<file path="src/design/assert_macros.svh">
// Assertion macros used by the hole binning top level.
// No dependencies.
`ifndef ASSERT_MACROS_SVH
`define ASSERT_MACROS_SVH
// Implication checked at every clock edge outside reset.
`define ASSERT_IMPL(label, clk, rst, ante, cons, msg) \
   label: assert property (@(posedge clk) disable iff (rst) (ante) |-> (cons)) else $error(msg);
// Next-cycle implication checked outside reset.
`define ASSERT_NEXT(label, clk, rst, ante, cons, msg) \
   label: assert property (@(posedge clk) disable iff (rst) (ante) |=> (cons)) else $error(msg);
`endif

</file>
<file path="src/design/ephb_pkg.sv">
// Package for edge_point_hole_binning: payload structs, codes, constants, helpers.
// No dependencies.
package ephb_pkg;
   localparam int HOLES_PER_SIDE = 32;
   localparam int FRACTION_BITS = 4;
   localparam int CNT_W = $clog2(HOLES_PER_SIDE + 1);
   localparam int IDX_W = (HOLES_PER_SIDE > 1) ? $clog2(HOLES_PER_SIDE) : 1;
   localparam int ADDR_W = IDX_W + 1;
   localparam int DEPTH = 2 * HOLES_PER_SIDE;
   localparam int FIELD_W = 20;
   localparam int MARGIN_W = 12;
   localparam int CIRCLE_W = 3 * FIELD_W;
   // Box edges in whole pixels, signed; 19 bits covers -65536-4095 .. 131072+4095.
   localparam int EDGE_W = 19;
   localparam int BOX_W = 4 * EDGE_W;

   localparam logic [1:0] FUNC_LOAD = 2'd0;
   localparam logic [1:0] FUNC_FINISH = 2'd1;
   localparam logic [1:0] FUNC_POINT = 2'd2;
   localparam logic [1:0] FUNC_UNUSED = 2'd3;

   localparam logic [1:0] ST_OK = 2'd0;
   localparam logic [1:0] ST_EMPTY = 2'd1;
   localparam logic [1:0] ST_UNEQUAL = 2'd2;
   localparam logic [1:0] ST_OVERFLOW = 2'd3;

   localparam logic KIND_FINISH = 1'b0;
   localparam logic KIND_POINT = 1'b1;

   localparam logic REG_CENTER_X = 1'b0;
   localparam logic REG_MARGIN = 1'b1;

   typedef struct packed {
      logic [1:0] func;
      logic [19:0] x_pos;
      logic [19:0] y_pos;
      logic [19:0] radius;
   } req_type;

   typedef struct packed {
      logic result_kind;
      logic [1:0] status;
      logic side;
      logic [4:0] hole_index;
      logic matched;
   } rsp_type;

   typedef enum logic [3:0] {
      S_IDLE,
      S_LOAD,
      S_RANK_RD,
      S_RANK_WAIT,
      S_RANK_CMP,
      S_BOX_WR,
      S_PT_RD,
      S_PT_WAIT,
      S_PT_CMP,
      S_OUT
   } state_type;

   // Commands from controller to datapath.
   typedef struct packed {
      logic take_req;      // latch the input word
      logic store_circle;  // write circle at side/count
      logic finish_eval;   // compute status
      logic set_ready;
      logic i_start;       // reset outer index for a side
      logic j_start;       // reset inner scan
      logic rd_j;          // read circle j
      logic rd_i;          // read circle i
      logic latch_i;       // capture circle i as pivot
      logic cmp_j;         // compare circle j with pivot
      logic wr_box;        // write box at rank
      logic next_i;
      logic next_side;
      logic pt_start;
      logic pt_cmp;
      logic out_finish;
   } cmd_type;

   typedef struct packed {
      logic [1:0] func;
      logic status_ok;
      logic j_last;
      logic i_last;
      logic side_empty;
      logic side_is_right;
      logic pt_hit;
      logic pt_last;
      logic pt_none;
   } sts_type;

   // floor((v + half) / 2^FRACTION_BITS) for a signed fixed value.
   function automatic logic signed [EDGE_W-1:0] round_px(input logic signed [FIELD_W+1:0] v);
      logic signed [FIELD_W+2:0] t;
      begin
         t = (FIELD_W+3)'(v) + (FIELD_W+3)'((1 << FRACTION_BITS) >> 1);
         round_px = EDGE_W'(t >>> FRACTION_BITS);
      end
   endfunction
endpackage

</file>
<file path="src/design/ephb_ctrl.sv">
// Controller state machine for hole binning.
// Depends on ephb_pkg.
module ephb_ctrl (
   input logic clock,
   input logic reset,
   input logic req_valid,
   output logic req_stall,
   output logic rsp_valid,
   input logic rsp_stall,
   input ephb_pkg::sts_type sts,
   output ephb_pkg::cmd_type cmd
);
   ephb_pkg::state_type state_ff, state_in;

   always_ff @(posedge clock) begin
      if (reset) begin
         state_ff <= ephb_pkg::S_IDLE;
      end else begin
         state_ff <= state_in;
      end
   end

   always_comb begin
      state_in = state_ff;
      case (state_ff)
         ephb_pkg::S_IDLE: begin
            if (req_valid) state_in = ephb_pkg::S_LOAD;
         end
         ephb_pkg::S_LOAD: begin
            case (sts.func)
               ephb_pkg::FUNC_LOAD: state_in = ephb_pkg::S_IDLE;
               ephb_pkg::FUNC_FINISH: begin
                  if (!sts.status_ok) state_in = ephb_pkg::S_OUT;
                  else state_in = ephb_pkg::S_RANK_RD;
               end
               ephb_pkg::FUNC_POINT: state_in = ephb_pkg::S_PT_RD;
               default: state_in = ephb_pkg::S_IDLE;
            endcase
         end
         ephb_pkg::S_RANK_RD: begin
            if (sts.side_empty) begin
               state_in = sts.side_is_right ? ephb_pkg::S_OUT : ephb_pkg::S_RANK_RD;
            end else begin
               state_in = ephb_pkg::S_RANK_WAIT;
            end
         end
         ephb_pkg::S_RANK_WAIT: state_in = ephb_pkg::S_RANK_CMP;
         ephb_pkg::S_RANK_CMP: begin
            if (sts.j_last) state_in = ephb_pkg::S_BOX_WR;
            else state_in = ephb_pkg::S_RANK_WAIT;
         end
         ephb_pkg::S_BOX_WR: begin
            if (!sts.i_last) state_in = ephb_pkg::S_RANK_RD;
            else if (sts.side_is_right) state_in = ephb_pkg::S_OUT;
            else state_in = ephb_pkg::S_RANK_RD;
         end
         ephb_pkg::S_PT_RD: begin
            if (sts.pt_none) state_in = ephb_pkg::S_OUT;
            else state_in = ephb_pkg::S_PT_WAIT;
         end
         ephb_pkg::S_PT_WAIT: state_in = ephb_pkg::S_PT_CMP;
         ephb_pkg::S_PT_CMP: begin
            if (sts.pt_hit || sts.pt_last) state_in = ephb_pkg::S_OUT;
            else state_in = ephb_pkg::S_PT_WAIT;
         end
         ephb_pkg::S_OUT: begin
            if (!rsp_stall) state_in = ephb_pkg::S_IDLE;
         end
         default: state_in = ephb_pkg::S_IDLE;
      endcase
   end

   always_comb begin
      cmd = '0;
      req_stall = (state_ff != ephb_pkg::S_IDLE);
      rsp_valid = (state_ff == ephb_pkg::S_OUT);
      case (state_ff)
         ephb_pkg::S_IDLE: cmd.take_req = req_valid;
         ephb_pkg::S_LOAD: begin
            case (sts.func)
               ephb_pkg::FUNC_LOAD: cmd.store_circle = 1'b1;
               ephb_pkg::FUNC_FINISH: begin
                  cmd.finish_eval = 1'b1;
                  cmd.i_start = 1'b1;
                  cmd.out_finish = 1'b1;
               end
               ephb_pkg::FUNC_POINT: cmd.pt_start = 1'b1;
               default: cmd = '0;
            endcase
         end
         ephb_pkg::S_RANK_RD: begin
            if (sts.side_empty) begin
               cmd.next_side = 1'b1;
               cmd.set_ready = sts.side_is_right;
            end else begin
               cmd.rd_i = 1'b1;
               cmd.j_start = 1'b1;
            end
         end
         ephb_pkg::S_RANK_WAIT: begin
            cmd.latch_i = 1'b1;
            cmd.rd_j = 1'b1;
         end
         ephb_pkg::S_RANK_CMP: cmd.cmp_j = 1'b1;
         ephb_pkg::S_BOX_WR: begin
            cmd.wr_box = 1'b1;
            cmd.next_i = 1'b1;
            cmd.next_side = sts.i_last;
            cmd.set_ready = sts.i_last && sts.side_is_right;
         end
         ephb_pkg::S_PT_RD, ephb_pkg::S_PT_WAIT, ephb_pkg::S_OUT: cmd = '0;
         ephb_pkg::S_PT_CMP: cmd.pt_cmp = 1'b1;
         default: cmd = '0;
      endcase
   end
endmodule

</file>
<file path="config.mk">
export PLATFORM = sky130hd
export DESIGN_NAME = ephb_ctrl
export DESIGN_NICKNAME = d
export VERILOG_FILES = /design/src/design/assert_macros.svh /design/src/design/ephb_pkg.sv /design/src/design/ephb_ctrl.sv
export SDC_FILE = /design/constraint.sdc
export NUM_CORES = 1
export LEC_CHECK = 0
export BUFFER_PORTS_ARGS = -buffer_cell sky130_fd_sc_hd__buf_2
export CAP_MARGIN = 10
export CORE_AREA = 2 2 39 41
export DETAILED_ROUTE_END_ITERATION = 6
export DIE_AREA = 0 0 41 43
export PLACE_DENSITY = 0.76
export SLEW_MARGIN = 0
export SYNTH_ARGS = -nofsm -noshare
export SYNTH_HDL_FRONTEND = slang
export SYNTH_SLANG_ARGS = --single-unit
export TNS_END_PERCENT = 5
</file>
<file path="constraint.sdc">
create_clock -name clock -period 2.05 [get_ports clock]
set_input_delay 0.205 -clock clock [delete_from_list [all_inputs] [get_ports clock]]
set_output_delay 0.205 -clock clock [all_outputs]
set_load 0.01 [all_outputs]
</file>
Word-level counts from Yosys, hierarchy flattened
Cells that the tools add are included. W data, S select, Z words.

Bits in registers: 4. Bits in latches: 0. RAM bits: 0. Memory bits (read-only): 0. Output and inout port bits: 18. Word-level logic and storage cells: 48. Memories kept: 0.

Add/subtract/negate cells: 0. Multiply operators: 0. Divide/modulo/power cells: 0. Magnitude comparators: 0. Eq/ne operators: 13. Shifts and indexed selects: 0. Multiplexer cells: 28. Bitwise gates (word level): 0. Reduce and logical (&&, ||, !) cells: 6.

Operators with widths (number): $pmux W4 S10 (1); $mux W4 (8); $eq A4 B3 Y1 const B (4); $mux W1 (13); $eq A4 B2 Y1 const B (2); $eq A4 B4 Y1 const B (2); $pmux W4 S2 (1); $eq A4 B1 Y1 const B (1); $logic_not A4 Y1 (1); $mux W2 (2); $ne A2 B2 Y1 const B (2); $pmux W1 S2 (2); $reduce_bool A4 Y1 (1); $mux W3 (1); $eq A2 B1 Y1 const B (1); $eq A2 B2 Y1 const B (1); $logic_not A2 Y1 (1); $reduce_and A2 Y1 (1); $logic_and A1 B1 Y1 (1); $logic_or A1 B1 Y1 (1).

Longest topological paths before layout
Depth in word-level cells: 3. Mapped depth: 6.

Worst setup path before layout
Ideal clock, no wire load.

Path type: register to output. Start point: register state_ff[3]. End point: output port cmd[12] (netlist name). Arrival time: 1.198 ns. Data required time: 1.845 ns. Slack: 0.647 ns. Stages on the path, launching flop included: 4. Path buffers: 0. Cell sequence: dfxtp_1 > and4bb_1 > a22o_1 > and2_1.

RTL lines: from (decl) (line ephb_ctrl.sv:13) `ephb_pkg::state_type state_ff, state_in;`; from (signal assigned) (line ephb_ctrl.sv:17) `state_ff <= ephb_pkg::S_IDLE;`; from (signal assigned) (line ephb_ctrl.sv:19) `state_ff <= state_in;`; to (decl) (line ephb_ctrl.sv:11) `output ephb_pkg::cmd_type cmd`.

==> summary.txt <==
Outcome
  – Status: complete, no violations

Cells and area
  – Regs by FF count: state_ff (4)
  – Proportion of layout cells with a drive suffix above 1: 38.5%
  – # fillers: 142
  – Max reg flops: 4
  – Largest Register: state_ff
  – # diodes: 0
  – Area grow syn2layout: 25.6%
  – Nets: 116

Yosys
  – Largest area contributor in the netlist: dfxtp_1
  – Most instantiated cells after synthesis: and2_1 (5), buf_4 (5), inv_1 (5)
  – Synthesized area: 542 µm²
  – Synth async-reset ratio: 0%
  – Cell count after synthesis: 70
  – Number of synthesized flops with an enable pin: 0
  – Syn_area_per_cell: 7.74 µm²
  – Post-synthesis sequential area ratio: 14.8%
  – Distinct cells, synth: 34
  – Synth top area share: 14.8%
  – Synth top area cells: dfxtp_1 (15%), ha_1 (9.2%), buf_4 (6.9%), and2_1 (5.8%), and3_1 (4.6%)
  – Synth Flop Type: dfxtp_1
  – Ys Warns: 0
  – Mapped Nets: 88
  – Yosys reg bits: 4

Die
  – IO Count: 32
  – Starting Density: 39.2%
  – Placeable Area: 0.00138 mm²
  – Die Area: 0.00176 mm²
  – # rows: 14
  – DIE WIDTH: 41 µm
  – Die Ht: 43 µm

Power and ir drop
  – Worst vdd ir: 196 µV
  – Pwr per Cell Area: 525 mW/mm²
  – Total power: 357 µW
  – Pleak: 0.000373 µW

Global routing
  – Largest net degree at the start of global routing: 17
  – First-pass GRT wire length: 2280 µm
  – Initial antenna violation count: 0
  – Vias in the first global route: 554
  – Overflow after GRT: 0
  – GRT Resource Usage Total: 18.8%

Place
  – # port buffers: 31
  – GP Congestion: 0.835
  – Post-place setup slack: 441 ps
  – HPWL Detailed: 1080 µm

Clocking
  – H-tree Lvls: 1
  – Worst-path clk slew: 40 ps
  – CTS Buf Count: 3
  – Clock Latency Late Sink: 250 ps
  – CTS resizes: 0
  – Clock sinks: 4
  – Worst-case clock buffer depth: 2
  – Root Driver: clkbuf_4
  – Hold-fix buffers, CTS: 0
  – Post-CTS setup buffers: 0
  – TritonCTS clock tree: done

Timing
  – Period utilisation layout: 92.2%
  – FMAX: 529 MHz
  – Minimum period implied by the final worst setup slack: 1890 ps
  – Setup TNS: 0 ps
  – Pins Over Slew Limit: 0
  – Relative slew slack: 66.7%
  – Final Skew: 7.32 ps
  – Worst Max-Slew Pin Slew: 499 ps
  – Fin. Hold Viols: 0
  – RSZ-0062 raised after global routing: no
  – Final worst slack: 160 ps
  – Final setup viols: 0

Critical path
  – Required @ worst endpoint: 1850 ps
  – Crit Path Class: reg -> out
  – Worst-path maximum fanout: 16
  – Startpoint types: flip-flop
  – R2r setup slk: 450 ps
  – Critical path endpoint category: output port
  – Data arrival, critical path: 1690 ps

Drt
  – Met3 Wirelength: 48 µm
  – Highest routed layer: met4
  – Post-Route WL: 1440 µm
  – DRC: 0
  – 1st-iter DRT viols: 8
  – M1 WL: 592 µm
  – Drt first pass iters: 4
  – Vias/cell: 5.42
  – Avg WL per Cell: 12.8 µm
  – Total vias in the final route: 607
  – ANT nets after route: 0
  – Met2 wirelength from detailed routing: 780 µm

Hold path
  – Tightest Hold Check Type: in -> reg

Run
  – Total of max-cap violations: 0
-- report_power, final --
part	leakage, µW	switching, µW	internal [µW]
logic	0.000327	73.5	64.5
clock network	0.0000138	41.0	66.1
registers	0.0000327	25.1	86.9
-- kinds of logic (layout without fill, tap and decap cells) --
| kind of cell | Yosys count | count (layout) | share of synthesized area (%) |
|---|---|---|---|
| AO/OA/AOI/OAI | 19 | 19 | 25.6 |
| AND/OR/NAND/NOR | 30 | 30 | 36.0 |
| flip-flops | 4 | 4 | 14.8 |
| adder cells (fa/ha/maj) | 4 | 4 | 9.24 |
| buffers and inverters | 13 | 39 | 14.3 |
-- cells in the final DEF, fill, tap and decap left out, types with 2 or more instances in the layout --
cell type	instances
buf_2	31
inv_1	5
and2_1	5
nor2_1	4
and3_1	4
ha_1	4
dfxtp_1	4
nand2b_1	3
nor3_1	3
a31oi_1	3
o21ai_0	3
clkbuf_4	3
nor2b_1	2
nor3b_1	2
o22ai_1	2
-- area by class of cell --
class	instances	area (µm²)	share of cell area [%]
tap	16	20.0	2.94
multi-input combinational	53	384	56.4
timing repair buffer	31	155	22.8
clock buffer	3	22.5	3.31
sequential	4	80.1	11.8
inverter	5	18.8	2.76
-- per-stage QoR --
stage	hold WS (ps)	utilization, %	std cells	instance area [µm²]
global placement	457	47.6	109	658
detailed placement	463	47.6	109	658
global route	218	49.2	112	681
floorplan	274	-	70	542
finish	215	49.2	112	681
CTS	201	49.2	112	681
-- path summary, 6_finish.rpt --
check                                              start                        to  depth (start not counted)
worst max-delay path            state_ff[1]$_SDFFE_PP0P_                   cmd[12]                          4
worst min-delay path                               reset  state_ff[1]$_SDFFE_PP0P_                          2
worst max register to register  state_ff[1]$_SDFFE_PP0P_  state_ff[0]$_SDFFE_PP0P_                          4
worst min register to register  state_ff[0]$_SDFFE_PP0P_  state_ff[3]$_SDFFE_PP0P_                          2
-- metal layers --
layer | GRT usage, % | vias up
li1 | - | 310
met1 | 19.7 | 282
met2 | 33.8 | 13
met3 | 3.14 | 2
met4 | 8.00 | 0
met5 | 0 | -
-- worst max-delay path, cell delays in order, from the launching register on --
cell and delay, ps:
dfxtp_1 620, and4bb_1 290, a22o_1 250, and2_1 150
buf_2 130
Note: power is estimated with default switching activity, not from simulation.
